### src/rtl/glyph_outline_flattener_defines.svh
// Assertion macros shared by the glyph outline flattener RTL
`ifndef GLYPH_OUTLINE_FLATTENER_DEFINES_SVH
`define GLYPH_OUTLINE_FLATTENER_DEFINES_SVH

// Same-cycle implication, checked at every rising edge outside reset
`define GOF_ASSERT_IMP(name, clk, rst, ante, cons) \
   name: assert property (@(posedge clk) disable iff (rst) (ante) |-> (cons)) \
      else $error("glyph outline flattener check failed");

// Next-cycle implication, checked at every rising edge outside reset
`define GOF_ASSERT_NXT(name, clk, rst, ante, cons) \
   name: assert property (@(posedge clk) disable iff (rst) (ante) |=> (cons)) \
      else $error("glyph outline flattener check failed");

`endif

### src/rtl/gof_pkg.sv
// Package: widths, codes, control structs and Bernstein weight tables
`default_nettype none

package gof_pkg;

   // Points per curve segment
   localparam int unsigned SAMPLES = 30;
   localparam int unsigned IDX_W   = $clog2(SAMPLES);

   // Field widths
   localparam int unsigned COORD_W    = 16;
   localparam int unsigned OP_W       = 2;
   localparam int unsigned RECIP_W    = 24;
   localparam int unsigned POINT_W    = 20;
   localparam int unsigned CSR_IDX_W  = 2;
   localparam int unsigned CSR_DATA_W = 24;

   // Q1.16 weights, one of them can reach exactly 1.0
   localparam int unsigned FRAC_W   = 16;
   localparam int unsigned WEIGHT_W = FRAC_W + 1;
   localparam logic [WEIGHT_W-1:0] WEIGHT_ONE = WEIGHT_W'(1 << FRAC_W);

   // Opcodes
   localparam logic [OP_W-1:0] OP_MOVE  = 2'd0;
   localparam logic [OP_W-1:0] OP_LINE  = 2'd1;
   localparam logic [OP_W-1:0] OP_QUAD  = 2'd2;
   localparam logic [OP_W-1:0] OP_CUBIC = 2'd3;

   // Register indexes
   localparam logic [CSR_IDX_W-1:0] CSR_BEARING   = 2'd0;
   localparam logic [CSR_IDX_W-1:0] CSR_DESCENDER = 2'd1;
   localparam logic [CSR_IDX_W-1:0] CSR_RECIP     = 2'd2;

   localparam logic [RECIP_W-1:0] RECIP_RESET = 24'd8192;

   // Sequencer states
   typedef enum logic {
      ST_IDLE,
      ST_ISSUE
   } state_type;

   // Commands from the sequencer to the datapath
   typedef struct packed {
      logic             load;
      logic             issue;
      logic [OP_W-1:0]  op;
      logic [IDX_W-1:0] index;
      logic             strip_start;
      logic             last;
   } ctrl_cmd_type;

   // Status from the datapath to the sequencer
   typedef struct packed {
      logic advance;
   } dp_status_type;

   // Weight table: [sample][control point slot], slot 3 is always the end point
   typedef logic [SAMPLES-1:0][3:0][WEIGHT_W-1:0] weight_table_type;

   localparam longint unsigned SPAN = longint'(SAMPLES - 1);
   localparam longint unsigned DEN2 = SPAN * SPAN;
   localparam longint unsigned DEN3 = SPAN * SPAN * SPAN;

   function automatic longint unsigned ipow(longint unsigned b, int unsigned e);
      longint unsigned r;
      r = 1;
      for (int unsigned j = 0; j < e; j++) begin
         r = r * b;
      end
      return r;
   endfunction

   // Rounded Bernstein weights; elaboration time only
   function automatic weight_table_type build_weights(int unsigned deg);
      weight_table_type tbl;
      longint unsigned  num;
      longint unsigned  c;
      int unsigned      slot;
      tbl = '0;
      for (int unsigned i = 0; i < SAMPLES; i++) begin
         for (int unsigned k = 0; k <= deg; k++) begin
            if (deg == 3 && (k == 1 || k == 2)) begin
               c = 3;
            end else if (deg == 2 && k == 1) begin
               c = 2;
            end else begin
               c = 1;
            end
            num  = c * ipow(longint'(i), k) * ipow(SPAN - longint'(i), deg - k) * 65536;
            slot = (deg == 2 && k == 2) ? 3 : k;
            if (deg == 2) begin
               tbl[i][slot] = WEIGHT_W'((num + DEN2 / 2) / DEN2);
            end else begin
               tbl[i][slot] = WEIGHT_W'((num + DEN3 / 2) / DEN3);
            end
         end
      end
      return tbl;
   endfunction

   localparam weight_table_type QUAD_WEIGHTS  = build_weights(2);
   localparam weight_table_type CUBIC_WEIGHTS = build_weights(3);

endpackage

`default_nettype wire

### src/rtl/gof_controller.sv
// Sequencer: takes items and issues one sample per cycle into the datapath while it advances
`default_nettype none

`include "glyph_outline_flattener_defines.svh"

module gof_controller
   import gof_pkg::*;
(
   input  wire logic            clock,
   input  wire logic            reset,
   input  wire logic            req_valid,
   output logic                 req_ready,
   input  wire logic [OP_W-1:0] req_opcode,
   input  wire dp_status_type   status,
   output ctrl_cmd_type         cmd
);

   state_type        state_ff, state_in;
   logic [OP_W-1:0]  op_ff, op_in;
   logic [IDX_W-1:0] cnt_ff, cnt_in;
   logic             single;
   logic             final_sample;

   assign single       = (op_ff == OP_MOVE) || (op_ff == OP_LINE);
   assign final_sample = single || (cnt_ff == IDX_W'(SAMPLES - 1));

   // Next state
   always_comb begin
      state_in = state_ff;
      case (state_ff)
         ST_IDLE: begin
            if (req_valid) begin
               state_in = ST_ISSUE;
            end
         end
         ST_ISSUE: begin
            if (status.advance && final_sample) begin
               state_in = ST_IDLE;
            end
         end
         default: state_in = ST_IDLE;
      endcase
   end

   // Capture the opcode and step the sample counter
   always_comb begin
      op_in  = op_ff;
      cnt_in = cnt_ff;
      case (state_ff)
         ST_IDLE: begin
            if (req_valid) begin
               op_in  = req_opcode;
               cnt_in = '0;
            end
         end
         ST_ISSUE: begin
            if (status.advance && !final_sample) begin
               cnt_in = cnt_ff + 1'b1;
            end
         end
         default: cnt_in = '0;
      endcase
   end

   // Outputs
   always_comb begin
      req_ready       = 1'b0;
      cmd.load        = 1'b0;
      cmd.issue       = 1'b0;
      cmd.op          = op_ff;
      cmd.index       = cnt_ff;
      cmd.strip_start = (op_ff == OP_MOVE);
      cmd.last        = final_sample;
      case (state_ff)
         ST_IDLE: begin
            req_ready = 1'b1;
            cmd.load  = req_valid;
         end
         ST_ISSUE: begin
            cmd.issue = status.advance;
         end
         default: req_ready = 1'b0;
      endcase
   end

   always_ff @(posedge clock) begin
      if (reset) begin
         state_ff <= ST_IDLE;
         op_ff    <= OP_MOVE;
         cnt_ff   <= '0;
      end else begin
         state_ff <= state_in;
         op_ff    <= op_in;
         cnt_ff   <= cnt_in;
      end
   end

   // An accepted item starts issuing from sample zero
   `GOF_ASSERT_NXT(a_accept_starts, clock, reset, req_valid && req_ready,
                   state_ff == ST_ISSUE && cnt_ff == '0)
   // The final sample of an item returns the sequencer to idle
   `GOF_ASSERT_NXT(a_last_ends, clock, reset, cmd.issue && cmd.last, state_ff == ST_IDLE)
   // The sample counter never runs past the curve
   `GOF_ASSERT_IMP(a_cnt_range, clock, reset, state_ff == ST_ISSUE,
                   {1'b0, cnt_ff} < (IDX_W + 1)'(SAMPLES))

endmodule

`default_nettype wire

### config.mk
export PLATFORM = sky130hd
export DESIGN_NAME = gof_controller
export DESIGN_NICKNAME = d
export VERILOG_FILES = /design/src/rtl/gof_pkg.sv /design/src/rtl/gof_controller.sv
export VERILOG_INCLUDE_DIRS = /design/src /design/src/rtl
export SDC_FILE = /design/constraint.sdc
export NUM_CORES = 1
export LEC_CHECK = 0
export BUFFER_PORTS_ARGS = -buffer_cell sky130_fd_sc_hd__buf_2
export CAP_MARGIN = 0
export CORE_AREA = 2 2 39 41
export CTS_CLUSTER_DIAMETER = 60
export DETAILED_ROUTE_END_ITERATION = 10
export DIE_AREA = 0 0 41 43
export PLACE_DENSITY = 0.63
export SETUP_SLACK_MARGIN = 0.3
export SYNTH_ARGS = -nofsm -noshare
export SYNTH_HDL_FRONTEND = slang
export SYNTH_SLANG_ARGS = --single-unit
### constraint.sdc
create_clock -name clock -period 1.45 [get_ports clock]
set_input_delay 0.435 -clock clock [delete_from_list [all_inputs] [get_ports clock]]
set_output_delay 0.435 -clock clock [all_outputs]
set_load 0.01 [all_outputs]
==> run summary <==
Hold WS - 408 ps
Crit end category - output pin
Setup ws final - -42.5 ps
Crit path from - cnt_ff[1]
P_int - 0.379 mW
Vias in the first global route - 425
IO Pins - 18
Flops & latches, synth - 8
RSZ-0062 raised after global routing - yes
CP Class - flop to output pin
WP data required - 1020 ps
Reg power frac - 0.445
Uppermost routed layer - met4
# placed instances - 75
Routed wl met3 - 40 um
Yosys top cell by area - dfxtp_1
Die width - 41 um
Sequential cell area fraction in the yosys report - 0.412
Syn nets - 50
Initial Util - 0.281
Core Area - 0.00138 sq mm
Final Max Tran Viols - 0
GRT overflow - 0
TritonCTS clock tree - yes
Largest net degree at the start of global routing - 7
Final period utilization - 1.03
# rows - 14
Clk_lat worst skew - 250 ps
Psw - 0.127 mW
Avg WL per Cell - 12.7 um
Async SR Flop Fraction - 0
Gpl congestion - 0.677
Clock Tree Buf Depth - 2
Post-DRT Antenna Nets - 0
Total CTS buffers - 3
CTS Root Cell - clkbuf_4
VDD IR max - 0.608 mV
Cts hold-fix bufs - 0
First-pass GRT wire length - 1.79 mm
Final core occ - 0.559
DP HPWL - 698 um
Most numerous cell in the Yosys netlist - dfxtp_1
Share of the synthesized area in the top cell type - 0.412
N_diodes - 0
LEAKAGE - 0.363 nW
Non-Filler Instances - 93
Via density - 4.83
Sw frac - 0.250
Die area - 0.00176 sq mm
Post-route DRC - 0
Nets - 86
Hold Vio Cnt, Final - 0
Clock share of power - 0.364
Relative slew slack - 0.825
Max-cap violations - 0
Vias - 449
Htree depth - 1
Hold Path Class - input port to flop
Failing checks - setup timing
Synthesized area - 389 sq um
Worst Path Max Fanout - 2
Hold Crit Start - reset
Post-synthesis average cell area - 9.26 sq um
Post-synth EDFFs - 0
Synthesis warning total - 0
Outcome - finished, violations left
Cell count after synthesis - 42
Post-layout min period - 1490 ps
CTS clk-pin slew, worst paths - 60 ps
Final setup fails - 4
Clk_skew - 1.95 ps
Initial antenna violation count - 0
Worst setup SP type - flop
Ys flop type - dfxtp_1
Layout fillers - 133
Worst slew pin tran - 262 ps
Die height - 43 um
Critical Path AT - 1060 ps
Netlist cell types - 18
PortBufs - 17
Top area cells in the synthesized netlist - dfxtp_1 (41%), a31oi_1 (9.6%), mux2i_1 (7.7%), ha_1 (6.4%), nor2_1 (3.9%)
Layout cell share with drive strength beyond 1 - 0.649
Place WS - 59.8 ps
Pwr/cell area - 654 mW/mm^2
Fmax - 670 MHz
Area Overhead vs Synth - 98.7%
Synth top cells by count - dfxtp_1 (8), a31oi_1 (6), nor2_1 (4)
Comb pwr share - 0.191
Wire length on met2 - 694 um
Routed wire length - 1.18 mm
Total track usage - 0.155
R2R Path Start - cnt_ff[1]
Met1 WL - 425 um
Clock tree sinks - 8
First drt pass iteration count - 5
DRT iter0 DRCs - 2
[power groups by stage]
stage / Combinational (mW) / Clock [mW] / Sequential, mW
final: 0.0967 / 0.184 / 0.225
after floorplan: 0.0360 / 0 / 0.236
after global placement: 0.0594 / 0 / 0.235
after detailed placement: 0.0600 / 0 / 0.236
after global routing: 0.104 / 0.215 / 0.227
after CTS: 0.0946 / 0.195 / 0.227
[area by class of cell]
class | count | area, sq um | area share
timing repair buffer | 32 | 282 | 0.364
clock buffer | 4 | 26.3 | 0.0340
inverter | 2 | 10.0 | 0.0129
sequential | 8 | 188 | 0.243
tap | 16 | 20.0 | 0.0259
multi-input combinational | 31 | 248 | 0.320
[worst max-delay path, stage by stage (launching register included)]
cell and delay (ps):
dfxtp_4 350, inv_4 50, ha_4 130, nand4_4 80, nand2_2 90, buf_6 100
[final timing paths]
check        depth (start not counted)        end  slack, ps
max                                  5     cmd[0]        -40
max reg2reg                          7  cnt_ff[2]        -20
min reg2reg                          2   op_ff[0]        520
min                                  2   state_ff        410
[layer usage]
metal,up-vias,GRT usage
met4,0,0.0800
li1,227,-
met5,-,0
met3,2,0.0785
met2,10,0.244
met1,210,0.158
[what timing repair did]
item / 4_1_cts / 5_1_grt
gates resized for setup: 26 / 4
buffers inserted: 9 / 5
setup endpoints to repair: 17 / 17
pin swaps: 4 / 4
[per-stage QoR]
stage	power, mW	setup TNS (ps)	cell area [sq um]
after global routing	0.547	-405	773
final	0.506	-91.8	773
after CTS	0.517	-61.3	723
after detailed placement	0.296	0	531
after global placement	0.295	0	531
after floorplan	0.272	0	429
[sequential cells by signal, indices dropped and copies added, names as in the netlist]
register / cells
op_ff: 2
cnt_ff: 5
state_ff: 1
[kinds of logic after synthesis]
family | after synthesis | share of synthesized area
compound gates | 9 | 0.158
fa+ha+maj | 2 | 0.0643
buf+inv | 3 | 0.0386
flops | 8 | 0.412
mux | 3 | 0.0772
simple gates | 17 | 0.251
[placed cells by master, fill, tap and decap left out, types with 2 or more instances in the layout]
| cell type | n |
|---|---|
| mux2i_1 | 3 |
| buf_6 | 15 |
| nor2_1 | 4 |
| nand2b_1 | 2 |
| buf_2 | 6 |
| clkbuf_4 | 3 |
| buf_4 | 11 |
| dfxtp_4 | 7 |
| nand2_1 | 2 |
| a31oi_1 | 6 |
(Power assumes the default switching activity.)
